$ cat src/sv/block_cache_lru_tags_top_macros.svh
// Assertion macros shared by the block cache tag manager.
// All checks are sampled on clk_i and are disabled while rst_ni is low.
`ifndef BLOCK_CACHE_LRU_TAGS_TOP_MACROS_SVH
`define BLOCK_CACHE_LRU_TAGS_TOP_MACROS_SVH

// Same-cycle implication.
`define BCLT_ASSERT_IMP(label, ante, cons, msg) \
  label: assert property (@(posedge clk_i) disable iff (!rst_ni) (ante) |-> (cons)) \
    else $error(msg);

// Next-cycle implication.
`define BCLT_ASSERT_NXT(label, ante, cons, msg) \
  label: assert property (@(posedge clk_i) disable iff (!rst_ni) (ante) |=> (cons)) \
    else $error(msg);

`endif

$ cat src/sv/bclt_pkg.sv
// ----------------------------------------------------------------------------
// bclt_pkg
// Types and constants shared by the block cache tag manager modules.
// ----------------------------------------------------------------------------
package bclt_pkg;

  localparam int DEFAULT_ENTRIES = 512;
  localparam int TAG_W           = 32;
  localparam int AGE_W           = 32;
  localparam int ENTRY_W         = TAG_W + AGE_W;
  localparam int SLOT_W          = 9;
  localparam int ACT_W           = 2;

  localparam logic [ACT_W-1:0] ACT_IGNORED    = 2'd0;
  localparam logic [ACT_W-1:0] ACT_HIT        = 2'd1;
  localparam logic [ACT_W-1:0] ACT_READ_MISS  = 2'd2;
  localparam logic [ACT_W-1:0] ACT_WRITE_MISS = 2'd3;

  typedef enum logic [2:0] {
    ST_CLEAR,
    ST_IDLE,
    ST_SCAN,
    ST_LAST,
    ST_WRITE,
    ST_PUSH
  } state_e;

  // Commands from the controller to the datapath.
  typedef struct packed {
    logic start;     // capture the request and restart the scan
    logic scan_rd;   // read the entry at the scan index and advance
    logic clear_wr;  // write an empty entry at the scan index and advance
    logic upd_wr;    // retag or refresh the chosen slot, advance the clock
    logic out_load;  // load the result into the output register
  } cmd_t;

  // Status from the datapath to the controller.
  typedef struct packed {
    logic idx_last;  // scan index is at the last slot
    logic in_zero;   // offered block number is zero
    logic out_free;  // output register can take a result this cycle
  } sts_t;

endpackage

$ cat src/sv/bclt_ctrl.sv
// ----------------------------------------------------------------------------
// bclt_ctrl
// Sequencer for the tag manager: clearing pass, tag scan, update and result.
// ----------------------------------------------------------------------------
`include "block_cache_lru_tags_top_macros.svh"

module bclt_ctrl
  import bclt_pkg::*;
(
  input  logic clk_i,
  input  logic rst_ni,
  input  logic in_valid_i,
  output logic in_ready_o,
  input  sts_t sts_i,
  output cmd_t cmd_o
);

  state_e state_q, state_d;

  always_ff @(posedge clk_i or negedge rst_ni) begin
    if (!rst_ni) begin
      state_q <= ST_CLEAR;
    end else begin
      state_q <= state_d;
    end
  end

  always_comb begin
    state_d    = state_q;
    cmd_o      = '0;
    in_ready_o = 1'b0;
    unique case (state_q)
      ST_CLEAR: begin
        cmd_o.clear_wr = 1'b1;
        if (sts_i.idx_last) begin
          state_d = ST_IDLE;
        end
      end
      ST_IDLE: begin
        in_ready_o = 1'b1;
        if (in_valid_i) begin
          cmd_o.start = 1'b1;
          // A zero block number needs no lookup.
          state_d = sts_i.in_zero ? ST_PUSH : ST_SCAN;
        end
      end
      ST_SCAN: begin
        cmd_o.scan_rd = 1'b1;
        if (sts_i.idx_last) begin
          state_d = ST_LAST;
        end
      end
      ST_LAST: begin
        // The last entry read is compared in this cycle.
        state_d = ST_WRITE;
      end
      ST_WRITE: begin
        cmd_o.upd_wr = 1'b1;
        state_d      = ST_PUSH;
      end
      ST_PUSH: begin
        if (sts_i.out_free) begin
          cmd_o.out_load = 1'b1;
          state_d        = ST_IDLE;
        end
      end
      default: begin
        state_d = ST_CLEAR;
      end
    endcase
  end

  `BCLT_ASSERT_NXT(a_scan_runs, (state_q == ST_SCAN) && !sts_i.idx_last, state_q == ST_SCAN, "scan left before the last slot")
  `BCLT_ASSERT_NXT(a_write_once, cmd_o.upd_wr, !cmd_o.upd_wr, "slot updated twice for one transaction")
  `BCLT_ASSERT_NXT(a_clear_done, (state_q == ST_CLEAR) && sts_i.idx_last, in_ready_o, "not ready after the clearing pass")

endmodule

$ cat config.mk
export PLATFORM = sky130hd
export DESIGN_NAME = bclt_ctrl
export DESIGN_NICKNAME = d
export VERILOG_FILES = /design/src/sv/bclt_pkg.sv /design/src/sv/bclt_ctrl.sv
export VERILOG_INCLUDE_DIRS = /design/src /design/src/sv
export SDC_FILE = /design/constraint.sdc
export NUM_CORES = 1
export LEC_CHECK = 0
export BUFFER_PORTS_ARGS = -buffer_cell sky130_fd_sc_hd__buf_2
export CORE_AREA = 2 2 39 41
export DETAILED_ROUTE_END_ITERATION = 8
export DIE_AREA = 0 0 41 43
export PLACE_DENSITY = 0.32
export SYNTH_ARGS = -nofsm -noshare
export SYNTH_HDL_FRONTEND = slang
export SYNTH_SLANG_ARGS = --single-unit
$ cat constraint.sdc
create_clock -name clk_i -period 1.14 [get_ports clk_i]
set_input_delay 0.114 -clock clk_i [delete_from_list [all_inputs] [get_ports clk_i]]
set_output_delay 0.114 -clock clk_i [all_outputs]
set_load 0.005 [all_outputs]
; Word-level counts from Yosys, hierarchy flattened
; Index checks and enable logic that the tools add are counted.
[totals]
memories = 0
elab_cells = 26
romBits = 0
out_inout_bits = 6
reg_bits = 3
latch_bits = 0
inputBits = 6
ramBits = 0
[classes]
shift = 0
n_div = 0
n_mux = 14
eq_ne = 9
bitwise = 0
order_cmp = 0
multipliers = 0
n_addsub = 0
reduce_logical = 2
[ops]
columns = cell, count
row1 = 3-bit one-hot mux with 6 select lines, 1
row2 = 3-bit 2-to-1 mux, 5
row3 = 1-bit 2-to-1 mux, 8
row4 = "2-bit inequality test, second input constant", 4
row5 = "3-bit by 2-bit equality test with 1-bit output, second input constant", 2
row6 = "3-bit equality test, second input constant", 2
row7 = 4-bit AND reduction, 1
row8 = "3-bit by 1-bit equality test with 1-bit output, second input constant", 1
row9 = 3-bit logical NOT, 1

; Longest topological paths before layout
; Gate-level depths: netlist (run 1).
[depth]
ltp_word = 3
ltp_mapped = 3
ltp_nobuf = 2

; Least setup slack after synthesis (run 1)
; Ideal clock, no wire load.
[synth_timing]
path_kind = register -> register
start = register state_q[2]
end = register state_q[0]
setup_slack_ns = 0.162
arrival_ns = 0.898
period_less_slack_ns = 0.978
path_stages_with_launch = 4
t_required_ns = 1.060
n_path_buf = 1
setup_ns = 0.080
path_cell_list = dfrtp_1 > buf_6 > or3b_1 > o211ai_2
[synth_between]
elab_chain_len = 3
word_cells_on_any_way = 12
cone_classes = 9 x eq/ne / 1 x mux / 2 x reduce/logical
[synth_rtl]
columns = item, line
row1 = start: declaration, bclt_ctrl.sv:18  ; state_e state_q, state_d;
row2 = start signal: assignment, bclt_ctrl.sv:24  ; state_q <= state_d;
row3 = "3-bit by 2-bit equality test with 1-bit output, or another cell as far along", bclt_ctrl.sv:32  ; unique case (state_q)
row4 = 2-bit inequality test (no source line), --
row5 = 4-bit AND reduction (no source line), --
; Several ways; a longest one is shown, not always the timed one.
; A chain may end at the register's enable or synchronous reset.

==> results summary, run 1 <==
The run finished, with violations left. The checks that failed: negative setup slack. The routability congestion estimate is between 0.6 and 0.7. The number of cells produced by synthesis came out at 23. The growth of design area from synthesis to finish came out at 86.4%. The longest clock path from root to sink contains 2 buffers. The delay of the slowest cell on the worst path is 0.39 ns.

The synthesized netlist contains 16 unique library cells. The core area is 1380 µm². The count of buffers from port buffering came out at 11. The worst setup path is captured at a primary output. The antenna diode count is 0. The slowest stage of the critical path is the sky130_fd_sc_hd__dfrtp_1 cell. The count of pins over their slew limit came out at 0. After layout, the worst setup slack is -0.0397 ns. The critical path is of the reg2out type.

The I/O pin count came out at 12. In the routed design, unresolved DRC markers number 0. The starting density of the core came out at between 10% and 20%.

The analysis attributes to cell leakage a power of around 0.00019 µW. The summed area of non-filler cells in the final layout is 394 µm². The class of the tightest hold or removal check is in2reg.

The portion of the clock cycle consumed by the worst path in the final layout is 103%. For the pin with the worst max-slew slack, the measured transition is just over 0.2 ns. The number of clock buffers added by TritonCTS is 3. Using the TritonRoute via totals, the vias-per-cell ratio works out to 4.10. The final worst clock skew is 0.00458 ns. The number of nets in the synthesized netlist is 29. The latest clock arrival within the worst-skew pair is 0.23 ns. The detailed router placed 250 vias in this run.

The largest net degree at the start of global routing came out at 10. The clock tree from TritonCTS is built. The netlist area before placement is ~210 µm². The area of the die is 1760 µm². The first global-routing pass estimated 1.00 mm of wire. The number of warnings reported in the yosys synthesis log came out at 0. The data required time at the worst endpoint came out at a little over 1 ns. Including well taps, the total number of placed cells is 50. The detail route stage leaves a number of antenna-violating nets equal to 0. Overall power consumption after layout is estimated at 1000 µW. The leading cell type in the layout, fill and taps excluded is sky130_fd_sc_hd__buf_2. The combined global-route utilization of all metal layers came out at 8.75%. The initial antenna violation count came out at 0. Ranked by flip-flop count, first place goes to state_q. The tool flagged a number of max-cap violations equal to 0. The die width came out at 41 µm. The die boundary height is 43 µm. The final non-filler cell total is 61.

The proportion of synthesized chip area in sequential cells is between 30% and 40%. The register bit total from synthesis came out at 3. The library cells used most frequently in the layout, excluding fill and tap cells, are sky130_fd_sc_hd__buf_2 (11), sky130_fd_sc_hd__buf_4 (5), sky130_fd_sc_hd__nor2_1 (3), sky130_fd_sc_hd__clkbuf_4 (3). The half-perimeter wire length of the detailed placement result came out at 387 µm. The worst setup path is launched from a flop. Hold is met by 0.182 ns. In the final layout, the registers with the most flip-flops are state_q: 3 flops.

The net count reported at finish came out at 52. Counting every sink on the clock net gives 3. The number of hold violations in the final report was 0.

Walking the worst path, the cells encountered are nand2b_4 > nor3b_2 > buf_2. The maximum achievable frequency came out at between 800 and 900 MHz. The post-route netlist has 64.4% of its cells at a drive strength greater than 1. The total congestion overflow after global routing came out at 0. The placed instance area is 283 µm². The shortest period the worst path allows came out at about 1.2 ns.

The number of global-route vias before repair came out at 246. Setup repair after global routing could not meet its margin everywhere. The H-tree depth reported by CTS came out at 1. The number of flip-flops in the largest register came out at 3. After clock tree synthesis, the clock-pin slew on the worst setup and hold paths is 0.04 ns. The root buffer cell is sky130_fd_sc_hd__clkbuf_4. The worst ir drop on vdd came out at about 550 µV.

The number of placement rows came out at 14. After the first detailed-routing iteration, the DRC count stood at 5. The routed wire length is 678 µm. The post-detailed-route wirelength per cell came out at between 10 and 15 µm. Power spread over the standard cell area amounts to 2540 nW/µm². The mean post-synth cell area is 9.19 µm². The arrival time at the worst endpoint is roughly 1.1 ns.

The number of setup violations in the final report came out at 4. In this run the worst path has a maximum fanout of 4. The max-slew headroom at the worst pin came out at 86.3%.

For this run, the detailed router's first-pass iteration total came to 4.
==> Yosys cell counts <==
cell                        n  area share [%]
sky130_fd_sc_hd__dfrtp_1    3              36
sky130_fd_sc_hd__nand2_1    1             1.8
sky130_fd_sc_hd__nor2b_1    1             3.0
sky130_fd_sc_hd__a21oi_1    2             4.7
sky130_fd_sc_hd__nor2_1     3             5.3
sky130_fd_sc_hd__or3b_1     1             4.1
sky130_fd_sc_hd__nand2b_2   1             4.1
sky130_fd_sc_hd__nor3_1     1             2.4
sky130_fd_sc_hd__nor3b_1    2             7.1
sky130_fd_sc_hd__nand2b_1   2             5.9
sky130_fd_sc_hd__nand4bb_1  1             5.3
sky130_fd_sc_hd__o32ai_1    1             4.1
sky130_fd_sc_hd__o211ai_2   1             5.9
sky130_fd_sc_hd__and2_2     1             3.6
sky130_fd_sc_hd__inv_1      1             1.8
sky130_fd_sc_hd__buf_6      1             5.3
==> cells by family after synthesis <==
group / count (synthesis) / synth area share (%)
AOI/OAI and AO/OA: 4 / 14.8
buffers and inverters: 2 / 7.10
DFF: 3 / 35.5
and+or+nand+nor: 14 / 42.6
==> final timing paths <==
| kind | startpoint | endpoint | slack (ns) | cells after the start |
|---|---|---|---|---|
| max | state_q[1]$_DFFE_PN0P_ | cmd_o[4] | -0.04 | 3 |
| min | in_valid_i | state_q[1]$_DFFE_PN0P_ | 0.18 | 3 |
| max reg2reg | state_q[2]$_DFFE_PN0P_ | state_q[0]$_DFFE_PN0P_ | 0 | 3 |
| min reg2reg | state_q[0]$_DFFE_PN0P_ | state_q[2]$_DFFE_PN0P_ | 0.67 | 2 |
| max in group asynchronous | rst_ni | state_q[2]$_DFFE_PN0P_ | 0.80 | 2 |
| min in group asynchronous | rst_ni | state_q[1]$_DFFE_PN0P_ | 0.22 | 2 |
==> power breakdown <==
part,internal (µW),switching (µW)
sequential,158,94.8
combinational,345,216
clock,131,55.1
total,635,366
==> per-stage QoR <==
step	TNS (ns)	setup WS (ns)	util, %
final	-0.0952	-0.0397	28.5
after detailed placement	0	0.0872	20.4
after CTS	-0.127	-0.0396	26.6
after global routing	-0.380	-0.0824	28.5
after floorplan	0	0.162	-
after global placement	0	0.0967	20.4
==> worst max-delay path: cells and delay by family (launching register included) <==
family | cells | cell delay [ns]
buffers and inverters | 1 | 0.13
AND/OR/NAND/NOR | 2 | 0.32
flip-flops | 1 | 0.39
==> final cells by class <==
cell class	count	area, µm²
fill	160	990
clock buffer	4	26.3
sequential	3	77.6
multi-input combinational	18	141
tap	16	20.0
inverter	1	3.75
timing repair buffer	19	125
==> timing repair <==
item | CTS | global route
setup endpoints to repair | 6 | 7
resized for setup | 9 | 3
hold buffers | 1 | 0
setup buffers | 3 | 3
pin swaps | 1 | 1
endpoints found under the hold margin | 3 | 0
==> routing by layer <==
metal | global-route usage [%] | vias up | share of wire [%]
met5 | 0 | - | 0
met3 | 1.57 | 0 | 5.0
met1 | 10.0 | 117 | 41
met2 | 12.8 | 7 | 54
met4 | 8.00 | 0 | 0
li1 | - | 126 | -
No activity file was read; power rests on OpenSTA's default activity.
==> inputs of run 2 (changes only) <==
- ABC_AREA: not set -> 1
- CTS_BUF_LIST: not set -> sky130_fd_sc_hd__clkbuf_8
- PLACE_DENSITY: 0.32 -> 0.36
==> results summary, run 2 <==
The number of search-and-repair iterations in the first detailed-routing pass is 3. The H-tree depth reported by CTS came out at 1. Ranked by total cell area, the synthesized netlist is headed by sky130_fd_sc_hd__dfrtp_1 (29%), sky130_fd_sc_hd__inv_1 (13%), sky130_fd_sc_hd__nand2_1 (12%).

The cell depth of the worst flop-to-flop path came out at 4. The distinct cell type count of the synthesized netlist is 13. The net switching power is 448 µW. Of all nets on the critical path, the largest fanout is 4.

The worst ir drop on vdd is between 1000 and 1500 µV. The leading cell type in the layout, fill and taps excluded is sky130_fd_sc_hd__buf_2. The checks that failed: negative setup slack.

Ranked by instance count, the synthesized netlist is headed by sky130_fd_sc_hd__inv_1 (9), sky130_fd_sc_hd__nand2_1 (8), sky130_fd_sc_hd__nand3_1 (4), sky130_fd_sc_hd__nor2_1 (4), sky130_fd_sc_hd__dfrtp_1 (3). The post-route core utilization is 32.2%. The portion of the clock cycle consumed by the worst path in the final layout came out at 103%. After the first detailed-routing iteration, the DRC count stood at 2.

Clock-pin slew was measured on the worst setup and hold paths at ~0.03 ns. At the pin with the least slew margin, the transition time is 0.159 ns. The die boundary height came out at 43 µm. Counting flops per register, the top entry is state_q. The routed wire length came out at 606 µm. Input and output buffers added on the ports amount to 11. The final critical-path setup slack came out at -0.0385 ns. The xor and xnor area share after synthesis is 0%. The via count of the routed design is around 290. Setup repair after global routing could not meet its margin everywhere.

The first global-routing pass estimated ~1.1 mm of wire. Subtracting the final worst setup slack from the clock period gives between 1 and 1.5 ns. The number of cells on the worst hold path came out at 4. The netlist area before placement is 256 µm². The tool flagged a number of max-cap violations equal to 0. The cell-internal power is between 600 and 700 µW.

The run finished, with violations left. The delay of the slowest cell on the worst path came out at 0.41 ns. Counting flops with an async set or reset pin after synthesis yields a share of 100%. The worst setup path is captured at a primary output.

The remaining antenna violation count after routing is 0. The count of pins over their slew limit was 0. After synthesis, the share of cell area in mux cells is 0%. The switching part of the total power came out at 39.4%. On the final layout, the worst clock skew is 0.000550 ns.

The most frequently used cell type in the post-synthesis netlist is sky130_fd_sc_hd__inv_1. The max-slew headroom at the worst pin came out at between 80% and 90%. The number of design rule violations left after detail routing came out at 0. A synthesized cell averages 6.58 µm². In this run, CTS created clock tree buffers numbering 3. The routability congestion estimate is between 0.6 and 0.7. In this run, synthesis produced a sequential element count of 3.

The starting density of the core is 18.5%. In this run the clock root is driven by a sky130_fd_sc_hd__clkbuf_8. By area, the combinational part of the netlist is dominated by simple AND/OR/NAND/NOR gates. The share of the synthesized area in compound gates (AO/OA/AOI/OAI) came out at 8.29%. The total congestion overflow after global routing is 0. The critical path crosses 3 cells after its start point. Of the total power, registers draw 21.6%. The repair_antennas step left the layout with diodes totalling 0. The proportion of synthesized chip area in sequential cells came out at between 20% and 30%. For the worst-skew pair, the clock arrives at the later sink with an insertion delay of 0.21 ns. The number of buffers and inverters on the critical path is 2. The signal on the critical path passes through buf_4 > nor3_1 > buf_2. For this run, the number of Yosys warnings is 0. Entering global routing, the biggest net connects 7 pins.

The number of flip-flops in the largest register came out at 3. The cell family contributing the most delay on the critical path is flip-flops. The number of global-route vias before repair came out at 271. The die width came out at 41 µm.

The number of enable-type register cells in the synthesized netlist came out at 0. The fraction of layout cells with a size suffix above 1 is a little under three fifths. TritonCTS built the clock tree. In this run the power density over the cells is 2550 nW/µm². Row generation in the floorplan step produced 14 rows. Setup violations remaining at the end of the flow were counted as 4.

The net count reported at finish came out at 66. The number of cells produced by synthesis came out at 39. Hold is met by ~0.16 ns.

The adder and majority cell fraction of the synthesized area is 0%. In the final layout, the registers with the most flip-flops are state_q: 3 flops. The number of nets in the synthesized netlist is 45. Summed over all instances, the cell type with the most area after synthesis is sky130_fd_sc_hd__dfrtp_1. The arrival time at the worst endpoint is about 1.1 ns. In the layout the commonest cells are sky130_fd_sc_hd__buf_2 (10), sky130_fd_sc_hd__inv_1 (8), sky130_fd_sc_hd__nand2_1 (7). The worst hold path belongs to the class in2reg. The core area came out at 1380 µm². The simple-gate share of the synthesized area came out at 46.3%.

The proportion of power drawn by the clock network is 26.2%. The I/O pin count came out at 12. The maximum achievable frequency came out at 849 MHz. The number of hold violations in the final report is 0. STA classifies the critical path startpoint as a flop.

The post-detailed-route wirelength per cell came out at 8.08 µm. Summed over all nets, the half-perimeter wirelength after detailed placement is about 430 µm. No sink is reached through more buffers than the 2 on the longest clock path. The initial antenna violation count was 0. The total leakage power is 0.000262 µW. Among all flip-flop cells after synthesis, the most frequent one is sky130_fd_sc_hd__dfrtp_1. The tree built by TritonCTS fans out to 3 sinks. The area growth from synthesis to layout is 73.7%. The die covers 1760 µm². The average via count per standard cell came out at 3.83. The data required time at the worst endpoint came out at ~1.0 ns. The kind of critical path is reg2out. The largest individual stage delay along the critical path comes from the cell sky130_fd_sc_hd__dfrtp_1. In the global route stage, overall resource usage came out at 9.57%. The part of the power in combinational logic is about 52%.

The share of the synthesized area in the top cell type is 29.3%.
run 2: path summary, 6_finish.rpt:
check / from / endpoint / slack [ns]
worst max register to register: state_q[2]$_DFFE_PN0P_ / state_q[0]$_DFFE_PN0P_ / 0.08
worst max-delay path: state_q[1]$_DFFE_PN0P_ / cmd_o[2] / -0.04
worst min-delay path: sts_i[2] / state_q[1]$_DFFE_PN0P_ / 0.16
worst min register to register: state_q[1]$_DFFE_PN0P_ / state_q[1]$_DFFE_PN0P_ / 0.67
min in group asynchronous: rst_ni / state_q[2]$_DFFE_PN0P_ / 0.22
max in group asynchronous: rst_ni / state_q[0]$_DFFE_PN0P_ / 0.80
run 2: per-stage QoR:
stage / area [µm²] / total power (µW) / worst slack, ns / std cells / setup TNS, ns
after global placement: 332 / 667 / 0.0785 / 66 / 0
after global routing: 445 / 1250 / -0.104 / 75 / -0.399
after CTS: 412 / 1040 / -0.0224 / 73 / -0.0566
final: 445 / 1140 / -0.0385 / 75 / -0.0966
after floorplan: 256 / 522 / 0.178 / 39 / 0
after detailed placement: 332 / 660 / 0.0945 / 66 / 0
run 2: layer usage:
layer / vias to the layer above / routed length [µm] / global-route usage (%)
li1: 158 / - / -
met4: 0 / 0 / 8.00
met5: - / 0 / 0
met1: 124 / 264 / 11.0
met3: 0 / 23 / 4.71
met2: 5 / 319 / 12.5
run 2: worst register-to-register path, cell delays in order, from the launching register on:
cell and delay [ns]:
sky130_fd_sc_hd__dfrtp_2 0.45, sky130_fd_sc_hd__nor2_4 0.15, sky130_fd_sc_hd__buf_4 0.12, sky130_fd_sc_hd__nand2_1 0.07, sky130_fd_sc_hd__a21boi_2 0.16
run 2: cells by family (layout without fill, tap and decap cells):
logic type      Yosys count  after routing
compound gates            3              3
simple gates             22             22
flops                     3              3
buf+inv                  11             31
run 2: what timing repair did:
item / 4_1_cts / 5_1_grt
hold buffers: 1 / 0
cloned: 0 / 0
pin swaps: 1 / 2
setup endpoints to repair: 3 / 6
hold endpoints to repair: 3 / 0
resized for setup: 4 / 6
setup buffers: 2 / 2
run 2: final cells by class:
type	instances	area [µm²]
clock buffers	3	41.3
flip-flops and latches	3	77.6
multi-input cells	25	160
clock inverters	1	3.75
inverters	11	41.3
fillers	165	938
well taps	16	20.0
repair buffers	16	101
run 2: power groups by stage:
stage          combinational [µW]  clock (µW)  sequential, µW
6_report                      594         299             246
5_1_grt                       668         328             258
3_5_place_dp                  440           0             219
2_1_floorplan                 317           0             206
3_3_place_gp                  445           0             223
4_1_cts                       490         312             242
==> inputs of run 3 (changes only) <==
- CAP_MARGIN: not set -> 15
- CTS_BUF_LIST: sky130_fd_sc_hd__clkbuf_8 -> sky130_fd_sc_hd__clkbuf_16
==> results summary, run 3 (same netlist as run 2, synthesis figures left out) <==
Before antenna repair, the detailed router went through 2 iterations. Clock tree synthesis found a total of 3 sinks. Of all nets on the critical path, the largest fanout is 4. Once placement completed, the tool counted placed cells totaling 66.

The initial antenna violation count is 0. After legalization and detailed placement, the total HPWL measured about 430 µm. The data required time at the worst endpoint came out at 1.03 ns.

In the layout the commonest cells are sky130_fd_sc_hd__buf_2 (11), sky130_fd_sc_hd__inv_1 (9), sky130_fd_sc_hd__nand2_1 (7). The H-tree depth reported by CTS came out at 1. The run finished, with violations left. The final critical-path setup slack is -0.0289 ns. Static timing analysis puts the maximum clock frequency at roughly 860 MHz.

The area used by sequential logic in the layout is 77.6 µm². The final non-filler cell total is 74. The final reports fail on negative setup slack. The starting density of the core came out at 18.5%. The net count reported at finish is 65. The area of the die came out at roughly 1800 µm². The delay of the slowest cell on the worst path came out at slightly above 0.4 ns.

The total congestion overflow after global routing came out at 0. Once placement finished, the instance area stood at 332 µm². The endpoint of the worst register-to-register path is state_q[0]$_DFFE_PN0P_. The die boundary height is 43 µm. With fillers left out, the area of the finished cells amounts to 455 µm². The kind of critical path is reg2out.

The portion of the clock cycle consumed by the worst path in the final layout is 103%. The slowest cell on the critical path is sky130_fd_sc_hd__dfrtp_1. The first-pass GRT wire length came out at 1.04 mm.

The register with the most flip-flops in the final layout is state_q. The worst hold margin is 0.155 ns. The count of pins over their slew limit came to 0.

The largest registers in the layout are state_q: 3 flops. The TritonCTS buffer count came out at 3. Leaving out fill and tap cells, the most frequent cell in the layout is sky130_fd_sc_hd__buf_2. The startpoint identified for the worst register-to-register timing path is state_q[2]$_DFFE_PN0P_. For the final database, setup skew stands at 0.0000658 ns. The worst setup path is captured at a primary output. The remaining antenna violation count after routing is 0.

The core area came out at 1380 µm². Summing all multi-input logic gate instances after layout gives 150 µm². The maximum clock path buffer count came out at 2. The largest net degree at the start of global routing came out at 7. The cell area power density came out at 2850 nW/µm².

The combined global-route utilization of all metal layers came out at 9.47%. Measured in cells, the most critical reg-to-reg path has a length of 4. Walking the worst path, the cells encountered are inv_2 > nand3_2 > nor2_1 > buf_2. The post-detailed-route wirelength per cell is 8.19 µm. The min-delay analysis places its worst path in the category in2reg.

The count of buffers from port buffering came out at 11. The fill cell instance count of the final layout is 161. The worst pin sits at a relative slew slack of 88.9%. The total leakage power came out at 0.000271 µW. The post-route core utilization came out at 32.9%. The clock tree from TritonCTS is built. The clock transition at the register clock pins on the worst setup and hold paths after CTS is 0.03 ns. The number of setup violations in the final report is 3.

Detailed routing inserted a total of 273 vias. The initialized floorplan defines 14 standard-cell rows. The number of maximum-capacitance constraint violations came out at 0. The worst setup path is launched from a flop.

Setup repair after global routing could not meet its margin everywhere. The growth of design area from synthesis to finish is 77.6%. At the pin with the least slew margin, the transition time is approximately 0.17 ns. The routability congestion estimate came out at 0.667. The worst setup slack for register-to-register paths came out at approximately 0.080 ns. In the routed layout, each cell is associated on average with a via count of 3.69. The worst ir drop on vdd came out at 1270 µV. The root buffer cell chosen for the clock tree is sky130_fd_sc_hd__clkbuf_16. The detailed router's first-iteration violation count came out at 2. The die width is 41 µm. In this run the worst setup path terminates at cmd_o[0]. The routed wire length came out at 606 µm. The fraction of layout cells with a size suffix above 1 came out at just over 50%.

In the routed design, unresolved DRC markers number 0. The launch point of the critical path is state_q[1]$_DFFE_PN0P_. The clock reaches the later pin of the worst-skew pair after 0.22 ns.

The number of global-route vias before repair was 268. For the worst setup path, the data arrival time is 1.05 ns. The antenna diode count came out at 0. The I/O pin count is 12. The smallest clock period supported by the final layout is computed as between 1 and 1.5 ns. The register with the most flip-flops in the layout has 3 of them. The number of hold violations in the final report came out at 0.
run 3: cell types whose count changed in the layout (fill, tap and decap cells not counted), sizes merged:
cell	before	now
buf	15	14
run 3: cell type report:
type                    instances  share of cell area (%)
multi-input cells              25                    33.0
repair buffers                 15                    19.2
flip-flops and latches          3                    17.0
clock buffers                   3                    16.5
inverters                      11                    9.07
well taps                      16                    4.40
clock inverters                 1                   0.824
run 3: timing repair:
action                     4_1_cts  5_1_grt
setup buffers                    2        1
hold endpoints to repair         3        0
pin swaps                        1        1
hold buffers                     1        0
setup endpoints to repair        3        6
resized for setup                4        2
run 3: worst min-delay path by stage:
stage             start                endpoint  cells past startpoint
6_report       sts_i[2]  state_q[1]$_DFFE_PN0P_                      4
5_1_grt        sts_i[2]  state_q[1]$_DFFE_PN0P_                      4
4_1_cts        sts_i[2]  state_q[1]$_DFFE_PN0P_                      4
3_5_place_dp     rst_ni  state_q[2]$_DFFE_PN0P_                      1
3_3_place_gp     rst_ni  state_q[2]$_DFFE_PN0P_                      1
2_1_floorplan    rst_ni  state_q[0]$_DFFE_PN0P_                      0
run 3: metal layers:
| layer | track usage (%) | vias to the layer above | share of wire (%) |
|---|---|---|---|
| met5 | 0 | - | 0 |
| met4 | 8.00 | 0 | 0 |
| met3 | 4.71 | 0 | 3.8 |
| met2 | 12.2 | 5 | 50 |
| met1 | 11.0 | 113 | 47 |
| li1 | - | 155 | - |
run 3: through the flow:
step                setup TNS [ns]  setup WS [ns]  total power, µW
finish                     -0.0679        -0.0289             1300
global route                -0.371         -0.108             1410
CTS                        -0.0679        -0.0262             1290
detailed placement               0         0.0945              660
global placement                 0         0.0785              667
floorplan                        0          0.178              522
run 3: report_power, final:
group	total [µW]	leakage, µW	internal [µW]	switching (µW)
clock	544	0.0000423	452	92.0
combinational	513	0.000194	248	265
sequential	242	0.0000348	158	84.5
total	1300	0.000271	858	441
run 3: critical path: cells and delay by family, from the launching register on:
family	cells	cell delay, ns
simple gates	2	0.19
buf+inv	2	0.22
flops	1	0.41
